<file path="src/hw/rtl/fovf_pkg.sv">
// shared types and constants for the point field-of-view and range filter
`default_nettype none

package fovf_pkg;

  // field widths
  localparam int COORD_W    = 24;
  localparam int COT_W      = 32;
  localparam int SIN_W      = 17;
  localparam int SIN_FRAC   = 16;
  localparam int RANGE_W    = 23;
  localparam int CFG_IDX_W  = 8;
  localparam int CFG_DATA_W = 32;

  // derived arithmetic widths
  localparam int SQ_W       = 2 * COORD_W - 1;
  localparam int D2_W       = 2 * COORD_W;
  localparam int P_W        = COORD_W + COT_W;
  localparam int AZ_W       = P_W + 1;
  localparam int S2_W       = 2 * SIN_W;
  localparam int MR2_W      = 2 * RANGE_W;
  localparam int PL_W       = COORD_W + S2_W;
  localparam int PH_W       = D2_W - COORD_W + S2_W;
  localparam int PROD_W     = D2_W + S2_W;
  localparam int ELEV_SHIFT = 2 * SIN_FRAC;

  // register indexes
  localparam logic [CFG_IDX_W-1:0] REG_COT   = CFG_IDX_W'(0);
  localparam logic [CFG_IDX_W-1:0] REG_WIDE  = CFG_IDX_W'(1);
  localparam logic [CFG_IDX_W-1:0] REG_SIN   = CFG_IDX_W'(2);
  localparam logic [CFG_IDX_W-1:0] REG_RANGE = CFG_IDX_W'(3);

  // reset values
  localparam logic [SIN_W-1:0] SIN_RESET = SIN_W'(65536);

  typedef struct packed {
    logic signed [COORD_W-1:0] pos_x;
    logic signed [COORD_W-1:0] pos_y;
    logic signed [COORD_W-1:0] pos_z;
  } in_beat_t;

  typedef struct packed {
    logic signed [COORD_W-1:0] out_x;
    logic signed [COORD_W-1:0] out_y;
    logic signed [COORD_W-1:0] out_z;
    logic                      keep;
  } out_beat_t;

  typedef struct packed {
    logic signed [COT_W-1:0] cot_half_hfov;
    logic                    wide_mode;
    logic [SIN_W-1:0]        sin_half_vfov;
    logic [RANGE_W-1:0]      max_range;
  } fovf_cfg_t;

  // bundle handed from the front stages to the back stages
  typedef struct packed {
    in_beat_t           pt;
    logic [D2_W-1:0]    d2;
    logic [SQ_W-1:0]    z2;
    logic [S2_W-1:0]    s2;
    logic [MR2_W-1:0]   mr2;
    logic               azim_ok;
  } fovf_mid_t;

endpackage

`default_nettype wire

</file>
<file path="src/hw/rtl/fovf_cfg_regs.sv">
// configuration register file of the filter
`default_nettype none

module fovf_cfg_regs
  import fovf_pkg::*;
(
  input  wire logic                  clk,
  input  wire logic                  rst_n,
  input  wire logic                  cfg_valid,
  output logic                       cfg_ready,
  input  wire logic [CFG_IDX_W-1:0]  cfg_index,
  input  wire logic [CFG_DATA_W-1:0] cfg_data,
  output fovf_cfg_t                  cfg
);

  logic      cfg_ready_r;
  fovf_cfg_t cfg_r;

  // ready comes up after reset
  always_ff @(posedge clk) begin
    if (!rst_n) begin
      cfg_ready_r <= 1'b0;
    end else begin
      cfg_ready_r <= 1'b1;
    end
  end

  // register writes, unknown indexes ignored
  always_ff @(posedge clk) begin
    if (!rst_n) begin
      cfg_r.cot_half_hfov <= '0;
      cfg_r.wide_mode     <= 1'b0;
      cfg_r.sin_half_vfov <= SIN_RESET;
      cfg_r.max_range     <= '0;
    end else if (cfg_valid && cfg_ready_r) begin
      unique case (cfg_index)
        REG_COT:   cfg_r.cot_half_hfov <= $signed(cfg_data[COT_W-1:0]);
        REG_WIDE:  cfg_r.wide_mode     <= cfg_data[0];
        REG_SIN:   cfg_r.sin_half_vfov <= cfg_data[SIN_W-1:0];
        REG_RANGE: cfg_r.max_range     <= cfg_data[RANGE_W-1:0];
        default: ;
      endcase
    end
  end

  assign cfg_ready = cfg_ready_r;
  assign cfg       = cfg_r;

  // a sine write lands in the register
  a_sin_write: assert property (@(posedge clk) disable iff (!rst_n)
    (cfg_valid && cfg_ready && cfg_index == REG_SIN)
    |=> cfg.sin_half_vfov == $past(cfg_data[SIN_W-1:0]))
    else $error("sine register write lost");

endmodule

`default_nettype wire

</file>
<file path="config.mk">
export PLATFORM = sky130hd
export DESIGN_NAME = fovf_cfg_regs
export DESIGN_NICKNAME = d
export VERILOG_FILES = /design/src/hw/rtl/fovf_pkg.sv /design/src/hw/rtl/fovf_cfg_regs.sv
export SDC_FILE = /design/constraint.sdc
export NUM_CORES = 1
export LEC_CHECK = 0
export ABC_AREA = 1
export ABC_CLOCK_PERIOD_IN_PS = 1300
export BUFFER_PORTS_ARGS = -buffer_cell sky130_fd_sc_hd__buf_2
export CAP_MARGIN = 20
export CORE_MARGIN = 3
export CORE_UTILIZATION = 49
export DETAILED_ROUTE_END_ITERATION = 10
export PLACE_DENSITY = 0.91
export SYNTH_ARGS = -nofsm -noshare
export SYNTH_HDL_FRONTEND = slang
export SYNTH_SLANG_ARGS = --single-unit
</file>
<file path="constraint.sdc">
create_clock -name clk -period 1.3 [get_ports clk]
set_clock_uncertainty 0.1 [all_clocks]
set_input_delay 0.26 -clock clk [delete_from_list [all_inputs] [get_ports clk]]
set_output_delay 0.26 -clock clk [all_outputs]
set_load 0.02 [all_outputs]
</file>
==> metrics.yaml <==
logic_synthesis:
  syn_area_mm2: 0.003173
  avgSynthCellArea_um2: 7.051
  seq_area_frac_synth: 0.4669
  synth_cell_type_count: 12
  synth_warnings: 0
  ys_ff_latch: 74
  synth_nets: 493
  synthCells: 450
layout:
  final_common_cell: "buf_2"
  fillers: 490
  layout.cells.most_common_list: "116 x buf_2, 76 x nor2_1, 76 x nand2_1"
  final_cells: 644
  layout-drive-gt1-share: 0.3269
  final_nets: 607
  num_antenna_cells: 0
  areaGrowthSynthToFinish_pct: 42.59
global_route:
  grt_usage: 0.2648
  grt_first_pass_wirelength_um: 15630
  grt_antenna_before_repair: 0
  grt_max_degree: 75
  grt_overflow_total: 0
  grt_pass1_vias: 3257
place:
  port_buffers: 116
  preCtsSetupSlack_ps: -222.8
  dp_hpwl_um: 5471
  placed_cells: 612
  gp_congestion: 0.8312
hold_path:
  min_to: "cfg[39]"
  hold_depth: 3
  hp-start: "cfg_data[16]"
  hp-class: "in2reg"
critical_path:
  worst_ep_required_time_ps: 1440
  r2r_slack_ps: -130
  path_buf_inv: 3
  start_kind: "flip-flop"
  end_kind: "flip-flop"
  crit_family: "simple AND/OR/NAND/NOR gates"
  critPathSlowestCell: "dfxtp_4"
  worstPathMaxFanout: 9
  critPathArrivalTime_ps: 1560
  rr_endpoint: "cfg[31]"
  worstSetupPathType: "reg2reg"
  cp_common_cell: "nand2_2"
  timing.rr.start: "cfg_ready"
  worstPathCellList: "nand2_2, inv_2, nand2_2, nor2_4, buf_8, clkbuf_16, nand3_1, nand2_1, nor2_1"
  critical-path-max-stage-delay_ps: 350
  worstSetupStartpoint: "cfg_ready"
  r2r_cells: 9
clock_tree:
  path_clk_slew_ps: 80
  clock_latency_ps: 330
  tritoncts: "done"
  clk_path_buf_depth: 2
  hold_buffers: 0
  cts_inserted_buffers: 9
  root_buffer: "clkbuf_8"
  htreeDepth: 3
  cts.sink_count: 74
sta:
  fin_hold_ws_ps: 83.19
  worst_slack_ps: -128.8
  rsz0062_at_grt: "true"
  fin_crit_sh: 1.099
  drv_slew: 0
  hold_viol_final: 0
  tightest_slew_ps: 324.9
  setup_violations: 73
  slew_headroom: 0.7834
  fin_crit_ps: 1429
  max_freq_mhz: 699.9
detailed_routing:
  vias_per_cell: 5.376
  avgRoutedWirePerCell_um: 16.03
  ant_nets: 0
  drtIter0Drc: 226
  post-route-drc-count: 0
  first_pass_iters: 5
  via_count: 3462
  drt_wl_total_um: 10320
status:
  violations: "negative setup slack"
  status: "finished, violations left"
job:
  drv_cap: 0
power_and_ir_drop:
  power_uw: 4946
  clock_power_share: 0.466
  seqPwrFrac: 0.459
  intPower_uw: 3846
  switching_power_uw: 1101
  p_sw_frac: 0.2225
  p_comb_frac: 0.075
  power_density_mw_per_mm2: 1093
  leakage_uw: 0.002199
  ir_worst_vdd_v: 0.0007452
die:
  die_x_um: 86.47
  die_h_um: 86.47
  die-area_mm2: 0.007477
  rows: 28
  initial_core_util: 0.5205
  core-area_mm2: 0.006096
  ios: 117
==> cell usage after synthesis <==
| cell | number | share of area |
|---|---|---|
| a21oi_1 | 72 | 0.11 |
| buf_1 | 7 | 0.0083 |
| buf_2 | 14 | 0.022 |
| buf_4 | 12 | 0.028 |
| buf_6 | 4 | 0.014 |
| dfxtp_1 | 74 | 0.47 |
| inv_1 | 35 | 0.041 |
| inv_2 | 1 | 0.0012 |
| nand2_1 | 78 | 0.092 |
| nand3_1 | 74 | 0.12 |
| nor2_1 | 77 | 0.091 |
| nor2_2 | 2 | 0.0039 |
==> power by group through the flow <==
stage               combinational (uW)  sequential [uW]  clock [uW]
detailed placement                 339             2320           0
global placement                   328             2320           0
floorplan                          189             2330           0
global route                       409             2270        2420
finish                             373             2270        2300
CTS                                359             2270        2300
==> area by class of cell <==
class                           instances  area [um^2]  area share
Sequential cell                        74         1485      0.3283
Clock buffer                           12        166.4     0.03678
Multi-Input combinational cell        303         1451      0.3208
Clock inverter                          4        95.09     0.02102
Tap cell                               75        93.84     0.02074
Timing Repair Buffer                  140         1097      0.2425
Inverter                               36        135.1     0.02987
==> cells by family (layout without fill, tap and decap cells) <==
| kind of cell | after synthesis | count (layout) | synth area share |
|---|---|---|---|
| buffers and inverters | 73 | 192 | 0.1155 |
| and+or+nand+nor | 231 | 231 | 0.3040 |
| AOI/OAI and AO/OA | 72 | 72 | 0.1136 |
| DFF | 74 | 74 | 0.4669 |
==> state kept, by name, indices dropped and copies added, names as in the netlist <==
name	count
cfg_ready	1
cfg	73
==> through the flow <==
| step | cell area [um^2] | setup TNS, ps | util |
|---|---|---|---|
| final | 4524 | -4836 | 0.7422 |
| after global routing | 4524 | -9514 | 0.7422 |
| after CTS | 4425 | -3831 | 0.7260 |
| after detailed placement | 3792 | -13070 | 0.6221 |
| after global placement | 3792 | -9463 | 0.6221 |
| after floorplan | 3177 | 0 | - |
==> routing by layer <==
layer  routed length, um  up-vias  global-route usage
met5                   0        -                   0
met4                 276        0              0.1176
met3                 731       25             0.03802
met2                5304      177              0.4576
met1                4011     1594              0.3262
li1                    -     1666                   -
==> timing repair <==
action | in CTS | in global routing
endpoints found under the setup margin | 73 | 73
pin swaps | 2 | 3
cloned | 8 | 3
gates resized for setup | 31 | 6
buffers inserted | 5 | 0
==> tightest hold or removal path: stages <==
cell	delay [ps]
buf_2	90
nand3_1	70
nand3_1	70
==> how the worst max path moves through the flow <==
stage                   end  slack [ps]  depth (start not counted)
detailed placement  cfg[45]        -220                          8
global placement    cfg[21]        -160                          8
CTS                 cfg[37]         -90                          9
floorplan           cfg[39]          20                          9
global route        cfg[42]        -160                          9
finish              cfg[31]        -130                          9
Note: power is estimated with default switching activity, not from simulation.
