File: config.mk
export PLATFORM = sky130hd
export DESIGN_NAME = fovf_back
export DESIGN_NICKNAME = d
export VERILOG_FILES = /design/src/hw/rtl/fovf_pkg.sv /design/src/hw/rtl/fovf_back.sv
export SDC_FILE = /design/constraint.sdc
export NUM_CORES = 2
export LEC_CHECK = 0
export ABC_AREA = 1
export BUFFER_PORTS_ARGS = -buffer_cell sky130_fd_sc_hd__buf_2
export CAP_MARGIN = 20
export CELL_PAD_IN_SITES_DETAIL_PLACEMENT = 0
export CELL_PAD_IN_SITES_GLOBAL_PLACEMENT = 1
export CORE_MARGIN = 10
export CORE_UTILIZATION = 50
export CTS_CLUSTER_SIZE = 20
export DETAILED_ROUTE_END_ITERATION = 6
export HOLD_SLACK_MARGIN = 0.05
export PLACE_DENSITY = 0.95
export SETUP_SLACK_MARGIN = 0.3
export SLEW_MARGIN = 20
export SYNTH_ARGS = -nofsm -noshare
export SYNTH_HDL_FRONTEND = slang
export SYNTH_SLANG_ARGS = --single-unit
File: constraint.sdc
create_clock -name clk -period 12.6 [get_ports clk]
set_input_delay 1.26 -clock clk [delete_from_list [all_inputs] [get_ports clk]]
set_output_delay 1.26 -clock clk [all_outputs]
set_load 0.05 [all_outputs]
File: src/hw/rtl/fovf_pkg.sv
// shared types and constants for the point field-of-view and range filter
`default_nettype none

package fovf_pkg;

  // field widths
  localparam int COORD_W    = 24;
  localparam int COT_W      = 32;
  localparam int SIN_W      = 17;
  localparam int SIN_FRAC   = 16;
  localparam int RANGE_W    = 23;
  localparam int CFG_IDX_W  = 8;
  localparam int CFG_DATA_W = 32;

  // derived arithmetic widths
  localparam int SQ_W       = 2 * COORD_W - 1;
  localparam int D2_W       = 2 * COORD_W;
  localparam int P_W        = COORD_W + COT_W;
  localparam int AZ_W       = P_W + 1;
  localparam int S2_W       = 2 * SIN_W;
  localparam int MR2_W      = 2 * RANGE_W;
  localparam int PL_W       = COORD_W + S2_W;
  localparam int PH_W       = D2_W - COORD_W + S2_W;
  localparam int PROD_W     = D2_W + S2_W;
  localparam int ELEV_SHIFT = 2 * SIN_FRAC;

  // register indexes
  localparam logic [CFG_IDX_W-1:0] REG_COT   = CFG_IDX_W'(0);
  localparam logic [CFG_IDX_W-1:0] REG_WIDE  = CFG_IDX_W'(1);
  localparam logic [CFG_IDX_W-1:0] REG_SIN   = CFG_IDX_W'(2);
  localparam logic [CFG_IDX_W-1:0] REG_RANGE = CFG_IDX_W'(3);

  // reset values
  localparam logic [SIN_W-1:0] SIN_RESET = SIN_W'(65536);

  typedef struct packed {
    logic signed [COORD_W-1:0] pos_x;
    logic signed [COORD_W-1:0] pos_y;
    logic signed [COORD_W-1:0] pos_z;
  } in_beat_t;

  typedef struct packed {
    logic signed [COORD_W-1:0] out_x;
    logic signed [COORD_W-1:0] out_y;
    logic signed [COORD_W-1:0] out_z;
    logic                      keep;
  } out_beat_t;

  typedef struct packed {
    logic signed [COT_W-1:0] cot_half_hfov;
    logic                    wide_mode;
    logic [SIN_W-1:0]        sin_half_vfov;
    logic [RANGE_W-1:0]      max_range;
  } fovf_cfg_t;

  // bundle handed from the front stages to the back stages
  typedef struct packed {
    in_beat_t           pt;
    logic [D2_W-1:0]    d2;
    logic [SQ_W-1:0]    z2;
    logic [S2_W-1:0]    s2;
    logic [MR2_W-1:0]   mr2;
    logic               azim_ok;
  } fovf_mid_t;

endpackage

`default_nettype wire

File: src/hw/rtl/fovf_back.sv
// back stages: range test, split elevation product and final keep flag
`default_nettype none

module fovf_back
  import fovf_pkg::*;
(
  input  wire logic      clk,
  input  wire logic      rst_n,
  input  wire logic      mid_valid,
  input  wire fovf_mid_t mid,
  output logic           out_valid,
  output out_beat_t      out_beat
);

  localparam int RC_W = (D2_W > MR2_W) ? D2_W : MR2_W;

  // stage 3 registers
  logic              v3_r;
  in_beat_t          pt3_r;
  logic [SQ_W-1:0]   z2_3_r;
  logic [PL_W-1:0]   pl_r;
  logic [PH_W-1:0]   ph_r;
  logic              ok3_r;

  // stage 4 registers
  logic              v4_r;
  in_beat_t          pt4_r;
  logic [SQ_W-1:0]   z2_4_r;
  logic [PROD_W-1:0] prod_r;
  logic              ok4_r;

  // output register
  logic              out_valid_r;
  out_beat_t         out_r;
  out_beat_t         out_nxt;

  logic              rng_ok;
  logic [PROD_W-1:0] prod_nxt;
  logic [PROD_W-1:0] lhs;
  logic              elev_ok;

  // stage 3 range test and the two halves of d2 * sin^2
  assign rng_ok = (mid.mr2 == '0) || (RC_W'(mid.d2) <= RC_W'(mid.mr2));

  always_ff @(posedge clk) begin
    if (!rst_n) begin
      v3_r <= 1'b0;
    end else begin
      v3_r <= mid_valid;
    end
  end

  always_ff @(posedge clk) begin
    pt3_r  <= mid.pt;
    z2_3_r <= mid.z2;
    pl_r   <= PL_W'(mid.d2[COORD_W-1:0]) * PL_W'(mid.s2);
    ph_r   <= PH_W'(mid.d2[D2_W-1:COORD_W]) * PH_W'(mid.s2);
    ok3_r  <= rng_ok && mid.azim_ok;
  end

  // stage 4 recombine the partial products
  assign prod_nxt = (PROD_W'(ph_r) << COORD_W) + PROD_W'(pl_r);

  always_ff @(posedge clk) begin
    if (!rst_n) begin
      v4_r <= 1'b0;
    end else begin
      v4_r <= v3_r;
    end
  end

  always_ff @(posedge clk) begin
    pt4_r  <= pt3_r;
    z2_4_r <= z2_3_r;
    prod_r <= prod_nxt;
    ok4_r  <= ok3_r;
  end

  // stage 5 elevation: z^2 * 2^32 <= d2 * sin^2
  assign lhs     = PROD_W'(z2_4_r) << ELEV_SHIFT;
  assign elev_ok = (lhs <= prod_r);

  always_comb begin
    out_nxt.out_x = pt4_r.pos_x;
    out_nxt.out_y = pt4_r.pos_y;
    out_nxt.out_z = pt4_r.pos_z;
    out_nxt.keep  = ok4_r && elev_ok;
  end

  always_ff @(posedge clk) begin
    if (!rst_n) begin
      out_valid_r <= 1'b0;
    end else begin
      out_valid_r <= v4_r;
    end
  end

  always_ff @(posedge clk) begin
    out_r <= out_nxt;
  end

  assign out_valid = out_valid_r;
  assign out_beat  = out_r;

endmodule

`default_nettype wire

==> run metrics <==
result of the run=completed; Vert. Die Dim=401 µm; Post-Syn Area=72400 µm²; leading cell types in the layout, fill and taps excluded=2886 x sky130_fd_sc_hd__inv_1, 2595 x sky130_fd_sc_hd__nand2_1, 1405 x sky130_fd_sc_hd__fa_1; final standard cell count with taps included and fillers excluded=11400; cell type with the highest aggregate area in the netlist=sky130_fd_sc_hd__fa_1; period utilisation layout=61.4%; latest clock arrival within the worst-skew pair=0.65 ns; Critical Path Source Type=input port; mean post-synth cell area=7.72 µm²; Max Clock Skew=0.0678 ns; cell type with the highest occurrence count on the critical path=sky130_fd_sc_hd__fa_1; most common cell after layout, fill and taps aside=sky130_fd_sc_hd__inv_1; CP max stage delay=0.61 ns; pin slew with the least headroom to its limit=1.08 ns; count of flip-flops with a built-in enable after synthesis=0; area growth from synthesis to layout=6.66%; arrival time of the worst setup path=8.18 ns; Routed WL per cell=20.0 µm; Worst-path clk slew=0.07 ns; number of nets still failing antenna checks after routing=0; DP Cell Count=11300; total global routing track utilization=28.6%; hold-fix buffer count after cts=0; origin of the critical flop-to-flop path=pl_r[24]; total number of vias=58400; largest cells by area after synthesis=sky130_fd_sc_hd__fa_1 39%, sky130_fd_sc_hd__inv_1 15%, sky130_fd_sc_hd__dfxtp_1 14%; via count of the first global-routing pass=63300; unrepaired setup endpoints after global routing=no; peak fanout along the critical path=21; clk root buf=sky130_fd_sc_hd__clkbuf_16; start point of the critical path=mid[140]; Mapped Nets=11500; clock tree from TritonCTS=built; Worst path top cell family by delay=adder cells; HPWL after detailed placement=183000 µm; routability cong.=0.999; cell area after placement=75500 µm²; total wire length after detailed routing=227000 µm; share of the synthesized area in the top cell type=38.8%; final instance area=77200 µm²; PortBufs=324; number of levels in the clock H-tree=2; leftover overflow at the end of global routing=0; FF+latch count, synth=514; number of max-cap violations=0; post-synthesis cell type count=41; Max stage delay cell, worst path=sky130_fd_sc_hd__fa_1; startpoint of the most critical hold path=pt3_r[5]; fmax=129 MHz; Total Die Area=160000 µm²; final-report hold violation count=0; critical-path cell list=buf_2 > buf_4 > nand2_1 > inv_1 > fa_1 > inv_1 > fa_1 > inv_1 > fa_1 > fa_1 > fa_1 > fa_1 > inv_1 > fa_1 > inv_1 > ha_1 > nand2_1 > nor2_1 > nand2_1 > nor2_1 > nand2_1 > nand4_1 > xor2_1; Resized Gates After CTS=0; type of the worst setup path=in -> reg; effective utilization at floorplan=50.4%; sequential fraction of the synthesis area=14.2%; Worst Path Buf+Inv=7; buffers inserted by post-CTS timing repair=0; detailed-route vias per instance=5.13; share of post-route cells with drive strength above 1=5.33%; pin count of the biggest net entering global routing=49; count of TritonRoute iterations in the first routing pass=6; total DRC errors in the routed layout=0; setup TNS after final layout=0 ns; worst slew margin relative to its limit=27.9%; CP required=13.04 ns; number of buffers created by CTS=49; Die X-Extent=401 µm; number of nets in the layout=11600; crit path time final=7.74 ns; number of top-level pins=325; kind of end point of the critical path=flop; min-delay worst type=reg -> reg; number of clock sinks=514; Std-Cell Core Area=144000 µm²; clock buffer depth=3; global-route wire length before repair=361000 µm; Warnings, synthesis=0; Post-synth ARST share=0%; fillers=13500; top flip-flop cell by instance count after synthesis=sky130_fd_sc_hd__dfxtp_1; initial antenna violation count=18; standard-cell rows=139; setup violation total in the final timing report=0; Iteration-0 DRC Markers=4527; Max Transition Viols Final=0; synthesized instance count=9378
==> cell families after synthesis <==
kind of cell / share of synthesized area (%)
flip-flops: 14.2
AO/OA/AOI/OAI: 2.87
AND/OR/NAND/NOR: 17.5
adder cells (fa/ha/maj): 47.4
XOR/XNOR: 1.15
buffers and inverters: 16.9
==> state kept, by name, indices dropped and copies added, names as in the netlist <==
name and flops:
ok3_r 1, ok4_r 1, out_beat 73, out_nxt 72
out_valid 1, ph_r 58, pl_r 58, prod_r 82
pt3_r 72, v3_r 1, v4_r 1, z2_3_r 47
z2_4_r 47
==> stage by stage <==
step	util [%]	hold WS [ns]	worst slack, ns
floorplan	-	0.310	5.70
global placement	52.6	0.310	4.41
detailed placement	52.6	0.312	4.36
CTS	53.8	0.321	5.04
global route	53.8	0.315	4.67
finish	53.8	0.320	4.86
==> cell type report <==
| type | instances | area [µm²] | share of cell area, % |
|---|---|---|---|
| Multi-Input combinational cell | 5613 | 49900 | 64.6 |
| Tap cell | 1903 | 2380 | 3.08 |
| Antenna cell | 3 | 7.51 | 0.00972 |
| Clock inverter | 32 | 387 | 0.501 |
| Sequential cell | 514 | 10300 | 13.3 |
| Clock buffer | 60 | 1330 | 1.72 |
| Inverter | 2889 | 10800 | 14.0 |
| Timing Repair Buffer | 386 | 2090 | 2.70 |
==> synthesized netlist by cell type (4+ instances only) <==
master	count
sky130_fd_sc_hd__o21bai_1	20
sky130_fd_sc_hd__nor3_2	6
sky130_fd_sc_hd__a21oi_1	223
sky130_fd_sc_hd__nand4_1	52
sky130_fd_sc_hd__a21o_1	12
sky130_fd_sc_hd__nor4_1	11
sky130_fd_sc_hd__dfxtp_1	514
sky130_fd_sc_hd__nor2_2	6
sky130_fd_sc_hd__a21boi_0	4
sky130_fd_sc_hd__xnor2_1	19
sky130_fd_sc_hd__nor2_1	346
sky130_fd_sc_hd__inv_1	2886
sky130_fd_sc_hd__o21a_1	6
sky130_fd_sc_hd__nand2_2	4
sky130_fd_sc_hd__o21ai_0	115
sky130_fd_sc_hd__xor2_1	76
sky130_fd_sc_hd__clkbuf_1	304
sky130_fd_sc_hd__ha_1	495
sky130_fd_sc_hd__nand2_1	2595
sky130_fd_sc_hd__nor3_1	30
sky130_fd_sc_hd__nand3_1	160
sky130_fd_sc_hd__nand3b_1	5
sky130_fd_sc_hd__buf_1	56
sky130_fd_sc_hd__fa_1	1405
==> layer usage <==
layer | part of all wire [%] | vias up | global-route usage [%]
met4 | 4.9 | 18 | 12.0
met3 | 8.8 | 544 | 5.28
met2 | 44 | 2825 | 45.6
met1 | 42 | 28700 | 38.3
li1 | - | 26400 | -
met5 | 0.051 | - | 0
==> final timing paths <==
path | endpoint | slack, ns | cells past startpoint
max | pl_r[29] | 4.86 | 23
min reg2reg | out_nxt[6] | 0.32 | 0
max reg2reg | prod_r[56] | 10.10 | 10
min | out_nxt[6] | 0.32 | 0
Power is left out: the tool's default activity adds up to more than one toggle a clock period on the data nets, which glitch-free logic cannot reach.
